$ cat config.mk
export PLATFORM = sky130hd
export DESIGN_NAME = frac_n_pll_register_calc
export DESIGN_NICKNAME = d
export VERILOG_FILES = /design/src/hdl/fpll_pkg.sv /design/src/hdl/fpll_datapath.sv /design/src/hdl/fpll_ctrl.sv /design/src/hdl/frac_n_pll_register_calc.sv
export SDC_FILE = /design/constraint.sdc
export NUM_CORES = 2
export LEC_CHECK = 0
export BUFFER_PORTS_ARGS = -buffer_cell sky130_fd_sc_hd__buf_2
export CAP_MARGIN = 0
export CORE_UTILIZATION = 35
export CTS_BUF_LIST = sky130_fd_sc_hd__clkbuf_16
export DETAILED_ROUTE_END_ITERATION = 12
export SETUP_SLACK_MARGIN = 0.05
export SKIP_CTS_REPAIR_TIMING = 1
export SYNTH_ARGS = -nofsm -noshare
export SYNTH_HDL_FRONTEND = slang
export SYNTH_HIERARCHICAL = 1
export SYNTH_SLANG_ARGS = --single-unit
$ cat constraint.sdc
create_clock -name i_clk -period 11.1 [get_ports i_clk]
set_input_delay 1.11 -clock i_clk [delete_from_list [all_inputs] [get_ports i_clk]]
set_output_delay 1.11 -clock i_clk [all_outputs]
set_load 0.02 [all_outputs]
$ cat src/hdl/fpll_pkg.sv
// Package: types and constants for the fractional-N PLL register calculator.
`default_nettype none
package fpll_pkg;

    // Datapath operation commands
    typedef enum logic [3:0] {
        OP_NONE    = 4'd0,
        OP_LOAD    = 4'd1,
        OP_DIV1    = 4'd2,
        OP_DIV2    = 4'd3,
        OP_DIV3    = 4'd4,
        OP_DIV4    = 4'd5,
        OP_GCD     = 4'd6,
        OP_RED1    = 4'd7,
        OP_RED2    = 4'd8,
        OP_FINISH  = 4'd9,
        OP_STEP    = 4'd10
    } t_op;

    typedef struct packed {
        t_op  op;
    } t_cmd;

    typedef struct packed {
        logic div_done;
        logic gcd_done;
        logic fpfd_zero;
    } t_status;

    localparam int DIV_W = 32;

endpackage
`default_nettype wire

$ cat src/hdl/fpll_datapath.sv
// Datapath: shared restoring divider, Euclid GCD and result packing.
`default_nettype none
module fpll_datapath
    import fpll_pkg::*;
(
    input  wire logic        i_clk,
    input  wire logic        i_rst_n,
    input  wire t_cmd        i_cmd,
    output t_status          o_status,
    input  wire logic [12:0] i_target,
    input  wire logic [7:0]  i_ref,
    input  wire logic [9:0]  i_rcnt,
    input  wire logic        i_dbl,
    input  wire logic        i_div2,
    input  wire logic [9:0]  i_spacing,
    output logic [15:0]      o_int_value,
    output logic [11:0]      o_frac_value,
    output logic [11:0]      o_mod_value,
    output logic [2:0]       o_divider_select,
    output logic             o_error_flag
);

    // divider state
    logic [DIV_W-1:0] r_num, r_den, r_quo, r_rem;
    logic [5:0]       r_cnt;
    logic             r_busy;
    // operands
    logic [12:0] r_fpfd;
    logic [2:0]  r_sel;
    logic [20:0] r_vco;
    logic [19:0] r_ival;
    logic [12:0] r_irem;
    logic [20:0] r_mval;
    logic [20:0] r_fval;
    logic [20:0] r_ga, r_gb;
    logic        r_err;

    logic [DIV_W:0]   w_trial;
    logic [DIV_W-1:0] w_rem_sh;
    logic [2:0]       w_sel;

    always_comb begin
        w_rem_sh = {r_rem[DIV_W-2:0], r_num[DIV_W-1]};
        w_trial  = {1'b0, w_rem_sh} - {1'b0, r_den};
    end

    // divider select ladder
    always_comb begin
        priority if (i_target < 13'd69)   w_sel = 3'd6;
        else if (i_target < 13'd138)      w_sel = 3'd5;
        else if (i_target < 13'd275)      w_sel = 3'd4;
        else if (i_target < 13'd550)      w_sel = 3'd3;
        else if (i_target < 13'd1100)     w_sel = 3'd2;
        else if (i_target < 13'd2200)     w_sel = 3'd1;
        else                              w_sel = 3'd0;
    end

    assign o_status.div_done  = !r_busy;
    assign o_status.gcd_done  = (r_gb == '0) && !r_busy;
    assign o_status.fpfd_zero = (r_fpfd == '0);

    // empty function for commands that do nothing
    function automatic void nop();
    endfunction

    always_ff @(posedge i_clk) begin
        if (!i_rst_n) begin
            r_busy <= 1'b0;
            r_cnt  <= '0;
        end else begin
            if (r_busy) begin
                r_num <= {r_num[DIV_W-2:0], 1'b0};
                if (!w_trial[DIV_W]) begin
                    r_rem <= w_trial[DIV_W-1:0];
                    r_quo <= {r_quo[DIV_W-2:0], 1'b1};
                end else begin
                    r_rem <= w_rem_sh;
                    r_quo <= {r_quo[DIV_W-2:0], 1'b0};
                end
                r_cnt <= r_cnt - 6'd1;
                if (r_cnt == 6'd1) r_busy <= 1'b0;
            end
            unique case (i_cmd.op)
                OP_LOAD: begin
                    r_sel <= w_sel;
                    r_vco <= 21'(i_target) << w_sel;
                    r_err <= 1'b0;
                    r_num <= 32'({i_ref, 1'b0}) >> (i_dbl ? 0 : 1);
                    r_den <= 32'({1'b0, i_rcnt}) << i_div2;
                    r_rem <= '0; r_quo <= '0;
                    r_cnt <= 6'd32; r_busy <= 1'b1;
                    r_ival <= '0; r_mval <= '0; r_fval <= '0;
                end
                OP_DIV1: begin
                    // fpfd known; compute vco / fpfd
                    r_fpfd <= 13'((r_den == '0) ? 32'd0 : r_quo);
                    r_num <= 32'(r_vco);
                    r_den <= (r_den == '0) ? 32'd1 : r_quo;
                    r_rem <= '0; r_quo <= '0;
                    r_cnt <= 6'd32; r_busy <= 1'b1;
                end
                OP_DIV2: begin
                    r_ival <= 20'(r_quo);
                    r_irem <= 13'(r_rem);
                    // MOD = (2000*fpfd + sp) / (2*sp)
                    r_num <= 32'(r_fpfd) * 32'd2000 + 32'(i_spacing);
                    r_den <= {21'd0, i_spacing, 1'b0};
                    r_rem <= '0; r_quo <= '0;
                    r_cnt <= 6'd32; r_busy <= 1'b1;
                end
                OP_DIV3: begin
                    r_mval <= (i_spacing == '0) ? 21'd0 : 21'(r_quo);
                    r_num <= 32'(((i_spacing == '0) ? 32'd0 : r_quo) * {r_irem, 1'b0})
                             + 32'(r_fpfd);
                    r_den <= {18'd0, r_fpfd, 1'b0};
                    r_rem <= '0; r_quo <= '0;
                    r_cnt <= 6'd32; r_busy <= 1'b1;
                end
                OP_DIV4: begin
                    r_fval <= 21'(r_quo);
                    r_ga <= r_mval; r_gb <= 21'(r_quo);
                end
                OP_GCD: begin
                    // one Euclid step via divider
                    r_num <= 32'(r_ga); r_den <= 32'(r_gb);
                    r_rem <= '0; r_quo <= '0;
                    r_cnt <= 6'd32; r_busy <= 1'b1;
                end
                OP_STEP: begin
                    r_ga <= r_gb; r_gb <= 21'(r_rem);
                end
                OP_RED1: begin
                    // a zero GCD leaves both values as they are
                    r_num <= 32'(r_fval);
                    r_den <= (r_ga == '0) ? 32'd1 : 32'(r_ga);
                    r_rem <= '0; r_quo <= '0;
                    r_cnt <= 6'd32; r_busy <= 1'b1;
                end
                OP_RED2: begin
                    r_fval <= 21'(r_quo);
                    r_num <= 32'(r_mval);
                    r_den <= (r_ga == '0) ? 32'd1 : 32'(r_ga);
                    r_rem <= '0; r_quo <= '0;
                    r_cnt <= 6'd32; r_busy <= 1'b1;
                end
                OP_FINISH: begin
                    if (r_fpfd == '0) begin
                        r_err <= 1'b1;
                        r_ival <= '0; r_fval <= '0; r_mval <= '0;
                    end else begin
                        r_mval <= (r_quo == 32'd1) ? 21'd2 : 21'(r_quo);
                        if (r_quo == '0 || r_quo > 32'd4095 || r_ival > 20'd65535)
                            r_err <= 1'b1;
                    end
                end
                default: nop();
            endcase
        end
    end

    assign o_int_value      = r_ival[15:0];
    assign o_frac_value     = r_fval[11:0];
    assign o_mod_value      = r_mval[11:0];
    assign o_divider_select = r_sel;
    assign o_error_flag     = r_err;

endmodule
`default_nettype wire

$ cat src/hdl/fpll_ctrl.sv
// Controller: sequences the divisions and GCD steps of one request.
`default_nettype none
module fpll_ctrl
    import fpll_pkg::*;
(
    input  wire logic    i_clk,
    input  wire logic    i_rst_n,
    input  wire logic    i_in_valid,
    output logic         o_in_stall,
    output logic         o_out_valid,
    input  wire logic    i_out_stall,
    output t_cmd         o_cmd,
    input  wire t_status i_status
);

    typedef enum logic [10:0] {
        S_IDLE = 11'b00000000001,
        S_D0   = 11'b00000000010,
        S_D1   = 11'b00000000100,
        S_D2   = 11'b00000001000,
        S_D3   = 11'b00000010000,
        S_GCHK = 11'b00000100000,
        S_GW   = 11'b00001000000,
        S_R1   = 11'b00010000000,
        S_R2   = 11'b00100000000,
        S_FIN  = 11'b01000000000,
        S_OUT  = 11'b10000000000
    } t_state;

    t_state r_state, n_state;
    logic   r_wait, n_wait;

    assign o_in_stall  = (r_state != S_IDLE);
    assign o_out_valid = (r_state == S_OUT);

    // next state and command
    always_comb begin
        n_state  = r_state;
        n_wait   = 1'b0;
        o_cmd.op = OP_NONE;
        unique case (r_state)
            S_IDLE: if (i_in_valid) begin
                o_cmd.op = OP_LOAD; n_state = S_D0;
            end
            S_D0: if (i_status.div_done) begin
                o_cmd.op = OP_DIV1; n_state = S_D1;
            end
            S_D1: if (i_status.div_done) begin
                if (i_status.fpfd_zero) n_state = S_FIN;
                else begin o_cmd.op = OP_DIV2; n_state = S_D2; end
            end
            S_D2: if (i_status.div_done) begin
                o_cmd.op = OP_DIV3; n_state = S_D3;
            end
            S_D3: if (i_status.div_done) begin
                o_cmd.op = OP_DIV4; n_state = S_GCHK;
            end
            S_GCHK: if (i_status.gcd_done) n_state = S_R1;
            else begin o_cmd.op = OP_GCD; n_state = S_GW; end
            S_GW: if (i_status.div_done) begin
                o_cmd.op = OP_STEP; n_state = S_GCHK;
            end
            S_R1: begin
                o_cmd.op = OP_RED1; n_state = S_R2;
            end
            S_R2: if (i_status.div_done) begin
                if (!r_wait) begin o_cmd.op = OP_RED2; n_wait = 1'b1; end
                else n_state = S_FIN;
            end else n_wait = r_wait;
            S_FIN: begin
                o_cmd.op = OP_FINISH; n_state = S_OUT;
            end
            S_OUT: if (!i_out_stall) n_state = S_IDLE;
            default: n_state = S_IDLE;
        endcase
    end

    always_ff @(posedge i_clk) begin
        if (!i_rst_n) begin
            r_state <= S_IDLE;
            r_wait  <= 1'b0;
        end else begin
            r_state <= n_state;
            r_wait  <= n_wait;
        end
    end

endmodule
`default_nettype wire

$ cat src/hdl/frac_n_pll_register_calc.sv
// Top level: fractional-N PLL register calculator.
// Usage:
//  - Configuration: write i_cfg_we with i_cfg_index (0 ref MHz, 1 R counter,
//    2 doubler, 3 div2, 4 spacing kHz) and i_cfg_data while idle.
//  - Input: request i_target_freq_mhz with i_in_valid; o_in_stall is high
//    while a request is in work or its result waits.
//  - Output: o_out_valid with INT, FRAC, MOD, divider select, six register
//    words and an error flag; held while i_out_stall is high.
//  - Timing: all divisions share one 32-step restoring divider and run one
//    after another. Two divisions run when fPFD is zero, otherwise six plus
//    one per Euclid step: at most about 17 steps for a 12-bit MOD, about 27
//    when MOD is out of range.
//  - Flow: one request at a time; the next one is accepted only after the
//    result has left and the block is back in idle.
//  - Reset: synchronous, active low; returns configuration to defaults
//    (25 MHz, R 1, no doubler, no div2, 100 kHz) and drops any request.
`default_nettype none
module frac_n_pll_register_calc
    import fpll_pkg::*;
(
    input  wire logic        i_clk,
    input  wire logic        i_rst_n,
    input  wire logic        i_cfg_we,
    input  wire logic [2:0]  i_cfg_index,
    input  wire logic [9:0]  i_cfg_data,
    input  wire logic        i_in_valid,
    output logic             o_in_stall,
    input  wire logic [12:0] i_target_freq_mhz,
    output logic             o_out_valid,
    input  wire logic        i_out_stall,
    output logic [15:0]      o_int_value,
    output logic [11:0]      o_frac_value,
    output logic [11:0]      o_mod_value,
    output logic [2:0]       o_divider_select,
    output logic [31:0]      o_word0,
    output logic [31:0]      o_word1,
    output logic [31:0]      o_word2,
    output logic [31:0]      o_word3,
    output logic [31:0]      o_word4,
    output logic [31:0]      o_word5,
    output logic             o_error_flag
);

    localparam logic [2:0] CFG_REF = 3'd0, CFG_R = 3'd1, CFG_DBL = 3'd2,
                           CFG_DIV2 = 3'd3, CFG_SP = 3'd4;

    logic [7:0]  r_ref;
    logic [9:0]  r_rcnt, r_sp;
    logic        r_dbl, r_div2;
    logic [12:0] r_target;
    t_cmd        w_cmd;
    t_status     w_status;

    // hold configuration registers
    always_ff @(posedge i_clk) begin
        if (!i_rst_n) begin
            r_ref <= 8'd25; r_rcnt <= 10'd1; r_dbl <= 1'b0;
            r_div2 <= 1'b0; r_sp <= 10'd100;
        end else if (i_cfg_we) begin
            unique case (i_cfg_index)
                CFG_REF:  r_ref  <= i_cfg_data[7:0];
                CFG_R:    r_rcnt <= i_cfg_data;
                CFG_DBL:  r_dbl  <= i_cfg_data[0];
                CFG_DIV2: r_div2 <= i_cfg_data[0];
                CFG_SP:   r_sp   <= i_cfg_data;
                default:  r_sp   <= r_sp;
            endcase
        end
    end

    // capture the request
    always_ff @(posedge i_clk) begin
        if (i_in_valid && !o_in_stall) r_target <= i_target_freq_mhz;
    end

    fpll_ctrl u_ctrl (
        .i_clk, .i_rst_n, .i_in_valid, .o_in_stall, .o_out_valid, .i_out_stall,
        .o_cmd(w_cmd), .i_status(w_status)
    );

    fpll_datapath u_dp (
        .i_clk, .i_rst_n, .i_cmd(w_cmd), .o_status(w_status),
        .i_target(i_in_valid && !o_in_stall ? i_target_freq_mhz : r_target),
        .i_ref(r_ref), .i_rcnt(r_rcnt), .i_dbl(r_dbl), .i_div2(r_div2),
        .i_spacing(r_sp), .o_int_value, .o_frac_value, .o_mod_value,
        .o_divider_select, .o_error_flag
    );

    // pack register words
    assign o_word0 = {1'b0, o_int_value, o_frac_value, 3'd0};
    assign o_word1 = {17'd0, o_mod_value, 3'd1};
    assign o_word2 = {6'd0, r_dbl, r_div2, r_rcnt, 5'd15, 1'b1, 1'b0, 1'b1, 3'd0, 3'd2};
    assign o_word3 = 32'd3 | (32'd150 << 3);
    assign o_word4 = 32'd4 | (32'd3 << 3) | (32'd1 << 5) | (32'd200 << 12)
                   | (32'(o_divider_select) << 20) | (32'd1 << 23);
    assign o_word5 = 32'd5 | (32'd3 << 19) | (32'd3 << 22);

endmodule
`default_nettype wire
# After elaboration in Yosys (flattened, before gate mapping)

Index checks and enable logic that the tools add are counted.

Output and inout bits: 238
Register bits: 344
Word-level logic and storage cells: 184

Order comparisons: 8
Reduce and logical (&&, ||, !) cells: 44
Equal/unequal tests: 38
Add/subtract/negate cells: 4
$mul: 2
Multiplexer cells: 59
Shifts and indexed selects: 3
Bitwise gates (word level): 1

Operators by type and width:

| cell                                                                               | number |
|---|---|
| 32-bit case mux with 7 select lines                                                | 1 |
| 32-bit case mux with 6 select lines                                                | 1 |
| 32-bit 2-to-1 mux                                                                  | 4 |
| 21-bit case mux with 3 select lines                                                | 2 |
| 11-bit case mux with 10 select lines                                               | 1 |
| 21-bit 2-to-1 mux                                                                  | 5 |
| 11-bit 2-to-1 mux                                                                  | 8 |
| 21-bit case mux with 2 select lines                                                | 2 |
| 32-bit logical NOT                                                                 | 2 |
| 31-bit 2-to-1 mux                                                                  | 2 |
| 20-bit case mux with 3 select lines                                                | 1 |
| 21-bit logical NOT                                                                 | 2 |
| 4-bit case mux with 10 select lines                                                | 1 |
| 32-bit by 32-bit subtractor with 33-bit output                                     | 1 |
| 32-bit by 13-bit adder with 32-bit output                                          | 1 |
| 32-bit by 1-bit equality test with 1-bit output (second input constant)            | 1 |
| 32-bit by 12-bit greater-than comparator with 1-bit output (second input constant) | 1 |
| 32-bit by 13-bit multiplier with 31-bit output                                     | 1 |
| 10-bit by 1-bit << shifter with 32-bit output                                      | 1 |
| 9-bit by 32-bit right shift with 32-bit output                                     | 1 |
| 2-bit AND reduction                                                                | 14 |
| 24-bit by 10-bit adder with 25-bit output                                          | 1 |
| 3-bit 2-to-1 mux                                                                   | 8 |
| 13-bit by 3-bit << shifter with 21-bit output                                      | 1 |
| other kinds (57)                                                                   | 96 |

# Logic depth before layout (Yosys ltp)

Depth in word-level cells: 12
Gate-level depth with buffers: 30

# Cells and area by module

The synthesis kept the hierarchy.

By module, submodules not included:

| module                   | cells each | area each (um2) | instances |
|---|---|---|---|
| fpll_datapath            | 2,977      | 29,215.5        | 1 |
| frac_n_pll_register_calc | 331        | 3,024.2         | 1 |
| fpll_ctrl                | 108        | 878.3           | 1 |

# Worst setup path after synthesis

OpenSTA, ideal clock, no wires.

Path type: register to register
From: reg u_ctrl.r_state[6]
To: reg u_dp.r_quo[0], enable pin
Slack: 2.824 ns
Arrival time: 7.697 ns
Stages on the path, launching flop included: 16
Clock period less this slack: 8.276 ns
Library setup time: 0.580 ns
Cells stage by stage: dfxtp_1 -> clkbuf_2 -> or4_4 -> or3_1 -> buf_2 -> nor4b_2 -> o21ai_0 -> nand2_1 -> clkbuf_1 -> nand2_1 -> o21ai_0 -> a22oi_1 -> and2_2 -> clkbuf_8 -> clkbuf_1 -> a21boi_0

RTL lines:

| element                | RTL line            | RTL |
|---|---|---|
| from (decl)            | fpll_ctrl.sv:30     | `t_state r_state, n_state;` |
| from (signal assigned) | fpll_ctrl.sv:83     | `r_state <= n_state;` |
| to (signal assigned)   | fpll_datapath.sv:75 | `r_quo <= {r_quo[DIV_W-2:0], 1'b1};` |
| to (signal assigned)   | fpll_datapath.sv:78 | `r_quo <= {r_quo[DIV_W-2:0], 1'b0};` |
| to (decl)              | fpll_datapath.sv:24 | `logic [DIV_W-1:0] r_num, r_den, r_quo, r_rem;` |

# Worst setup path after layout

From: reg r_sp[5]
To: reg u_dp.r_num[31], data pin

Cells in the longest elaborated chain, start to end: 5

Ends and longest elaborated chain:

| element                                        | RTL line                       | RTL |
|---|---|---|
| from (decl)                                    | frac_n_pll_register_calc.sv:48 | `logic [9:0] r_rcnt, r_sp;` |
| from (signal assigned)                         | frac_n_pll_register_calc.sv:65 | `CFG_SP: r_sp <= i_cfg_data;` |
| from (signal assigned)                         | frac_n_pll_register_calc.sv:66 | `default: r_sp <= r_sp;` |
| 10-bit logical NOT                             | fpll_datapath.sv:113           | `r_num <= 32'(((i_spacing == '0) ? 32'd0 : r_quo) * {r_irem, 1'b0})` |
| 32-bit 2-to-1 mux                              | fpll_datapath.sv:113           |  |
| 32-bit by 13-bit multiplier with 31-bit output | fpll_datapath.sv:113           |  |
| 32-bit by 13-bit adder with 32-bit output      | fpll_datapath.sv:114           | `+ 32'(r_fpfd);` |
| 32-bit case mux with 7 select lines            | fpll_datapath.sv:83            | `unique case (i_cmd.op)` |
| to (signal assigned)                           | fpll_datapath.sv:88            | `r_num <= 32'({i_ref, 1'b0}) >> (i_dbl ? 0 : 1);` |
| to (signal assigned)                           | fpll_datapath.sv:113           |  |
| to (signal assigned)                           | fpll_datapath.sv:125           | `r_num <= 32'(r_ga); r_den <= 32'(r_gb);` |
| to (decl)                                      | fpll_datapath.sv:24            |  |

Every way passes these cells.
A chain may end at the register's enable or synchronous reset.

==> impl_results.md <==
- Status: complete, no violations
- Setup violators final: 0
- Detailed-route via count: 24600
- DR pass1 iterations: 8
- Port-buffer cells: 131
- Routed wire length: 95700 um
- Max_cap viols: 0
- Antenna violations before repair: 4
- Unrepaired setup endpoints after global routing: false
- Number of synthesized flops with an enable pin: 281
- Crit path launch: r_sp[5]
- Sum Neg Setup Slack: 0 ps
- GRT Residual Overflow: 0
- Synthesized area: 33100 um2
- Max H-tree Level: 2
- Crit. End Element: register
- Die Ht: 310 um
- Reg2reg setup slack: 2710 ps
- Vias per cell: 5.29
- Required @ worst endpoint: 11440 ps
- # DRC: 0
- Skew-Pair Late Insertion Delay: 590 ps
- Vias in the first global route: 23700
- Period utilization: 0.756
- Worst r2r path cells: 24
- DP Wirelength: 70500 um
- Cell Pwr Density: 257 nW/um2
- R2r endpoint: u_dp/r_num[31]
- Worst VDD drop: 0.344 mV
- Most common cell after layout, fill and taps aside: inv_1
- P&R area growth vs syn: 5.94%
- Final nets: 3839
- Final Critical Period: 8390 ps
- Pins Over Slew Limit: 0
- Die ar.: 95900 um2
- Die W: 310 um
- Slew headroom: 0.0638
- Max Clk Rate: 119 MHz
- Synth Flop Type: edfxtp_1
- TritonCTS clock tree: built
- Ys async rst share: 0
- Fin. Hold Viols: 0
- CP Capture Point: u_dp/r_num[31]
- Hold Path Cell Cnt: 2
- Iter 0 DRT Violations: 2445
- Area of the core: 93500 um2
- CP Launch Type: register
- CTS Buf Count: 39
- Clock Path Buffers: 3
- Global-route wire length before repair: 144000 um
- Yosys reg bits: 343
- Routed WL per cell: 20.6 um
- Hold_ws: 476 ps
- Worst slew pin tran: 1400 ps
- Setup CP Type: reg -> reg
- Remaining antenna violation count: 0
- Core Rows: 112
- Most frequent cells in the layout: inv_1, nand2_1, fa_1
- Clk slew on worst S/H paths: 60 ps
- Clock skew: 34.0 ps
- Overall routing resource usage: 0.197
- Hold Startpoint: r_ref[1]
- Initial Util: 0.354
- Synth unique cells: 114
- Worst reg2reg startpoint: r_sp[5]
- Share of cells above drive strength 1: 0.109
- Seq/Total Area, Yosys: 0.292
- Worst EP arrival: 8730 ps
- Yosys warns: 6
- Post-Synthesis Cells: 3416
- IO Pins: 269
- Clk sink count: 343
- CP Max Fanout: 91
- Hold/Removal Path Class: reg -> reg
- Clock root buffer: clkbuf_16
- Routability-driven placement congestion ratio: 0.886
- Leakage power: 15.1 nW
- Pin count of the biggest net entering global routing: 92
- Avg Cell Area, Syn: 9.69 um2
## layer usage
| layer | track usage | share of wire |
|---|---|---|
| met1 | 0.272 | 0.43 |
| met5 | 0 | 0 |
| met3 | 0.0235 | 0.075 |
| met2 | 0.328 | 0.47 |
| met4 | 0.0439 | 0.021 |
## final cells by class
type | instances | area, um2
Clock inverter | 33 | 285
Multi-Input combinational cell | 2404 | 20100
Sequential cell | 343 | 9680
Fill cell | 9368 | 58400
Tap cell | 1254 | 1570
Clock buffer | 39 | 976
Timing Repair Buffer | 177 | 1000
Antenna cell | 2 | 5.00
Inverter | 396 | 1490
## cell usage after synthesis, drive strengths merged, types with 27 or more instances
cell type,number,area (um2)
o21a,27,203
xnor2,96,841
nor2b,42,263
mux2,56,631
inv,395,1480
a21oi,115,583
edfxtp,281,8440
clkbuf,162,642
nor2,156,586
a22oi,28,210
and3,185,1160
dfxtp,62,1240
a211oi,31,253
mux2i,88,881
ha,156,1950
nand2,297,1110
nand3,71,355
fa,291,5830
nor4,36,253
nor3,44,257
and2,81,509
buf,251,1840
o21ai,94,482
xor2,33,289
## flip-flops by register name (all words and copies together) (netlist names), 11 cells and up
register	count
u_dp/r_den	32
u_dp/r_num	32
u_dp/r_quo	32
u_dp/r_rem	31
u_dp/r_fval	21
u_dp/r_ga	21
u_dp/r_gb	21
u_dp/r_mval	21
u_dp/r_ival	20
u_dp/r_vco	20
r_target	13
u_dp/r_fpfd	13
u_dp/r_irem	13
u_ctrl/r_state	11
## critical path: stages, from the launching register on
cell and delay (ps):
dfxtp_1 380, nor4_1 510, nand3_4 600, buf_4 580, and2_1 350, nand2_1 120, fa_1 460, fa_1 520
inv_1 50, fa_1 480, fa_1 540, inv_1 50, fa_1 530, inv_1 40, ha_1 380, a21oi_1 230
nand2_1 140, a31oi_1 380, nand3_1 130, a221oi_1 540, xnor2_1 300, nand4b_1 200, nand4bb_1 240, xnor2_1 150
a22o_1 170
## how the worst min path moves through the flow
stage                     slack, ps       end
final                           480  r_ref[1]
after global routing            510  r_ref[2]
after CTS                       480  r_ref[1]
after detailed placement        460  r_ref[1]
after global placement          460  r_ref[5]
after floorplan                 450  r_ref[1]
## where the power goes
part | internal, mW | switching, mW | leakage [nW] | total, mW
combinational | 2.33 | 3.76 | 11.3 | 6.09
clock | 0.721 | 0.577 | 0.629 | 1.30
sequential | 1.51 | 0.102 | 3.17 | 1.61
## metrics by stage
step	setup slack, ps	util	cell area (um2)	cells	total power, mW
2_1_floorplan	2820	-	33600	3557	6.36
3_3_place_gp	2890	0.362	33800	4574	7.65
3_5_place_dp	2800	0.362	33800	4574	7.66
4_1_cts	2810	0.375	35100	4646	8.99
5_1_grt	2220	0.375	35100	4646	9.75
6_report	2710	0.375	35100	4648	9.00
## kinds of logic (layout without fill, tap and decap cells)
logic type	count (synthesis)	count (layout)	synth area share
mux	144	144	0.0456
other cells	3	146	0.000340
flops	343	343	0.292
simple gates	1030	1030	0.163
buf+inv	810	645	0.120
fa+ha+maj	447	447	0.235
compound gates	510	510	0.110
xor+xnor	129	129	0.0341
Power figures use the tool's default switching activity.
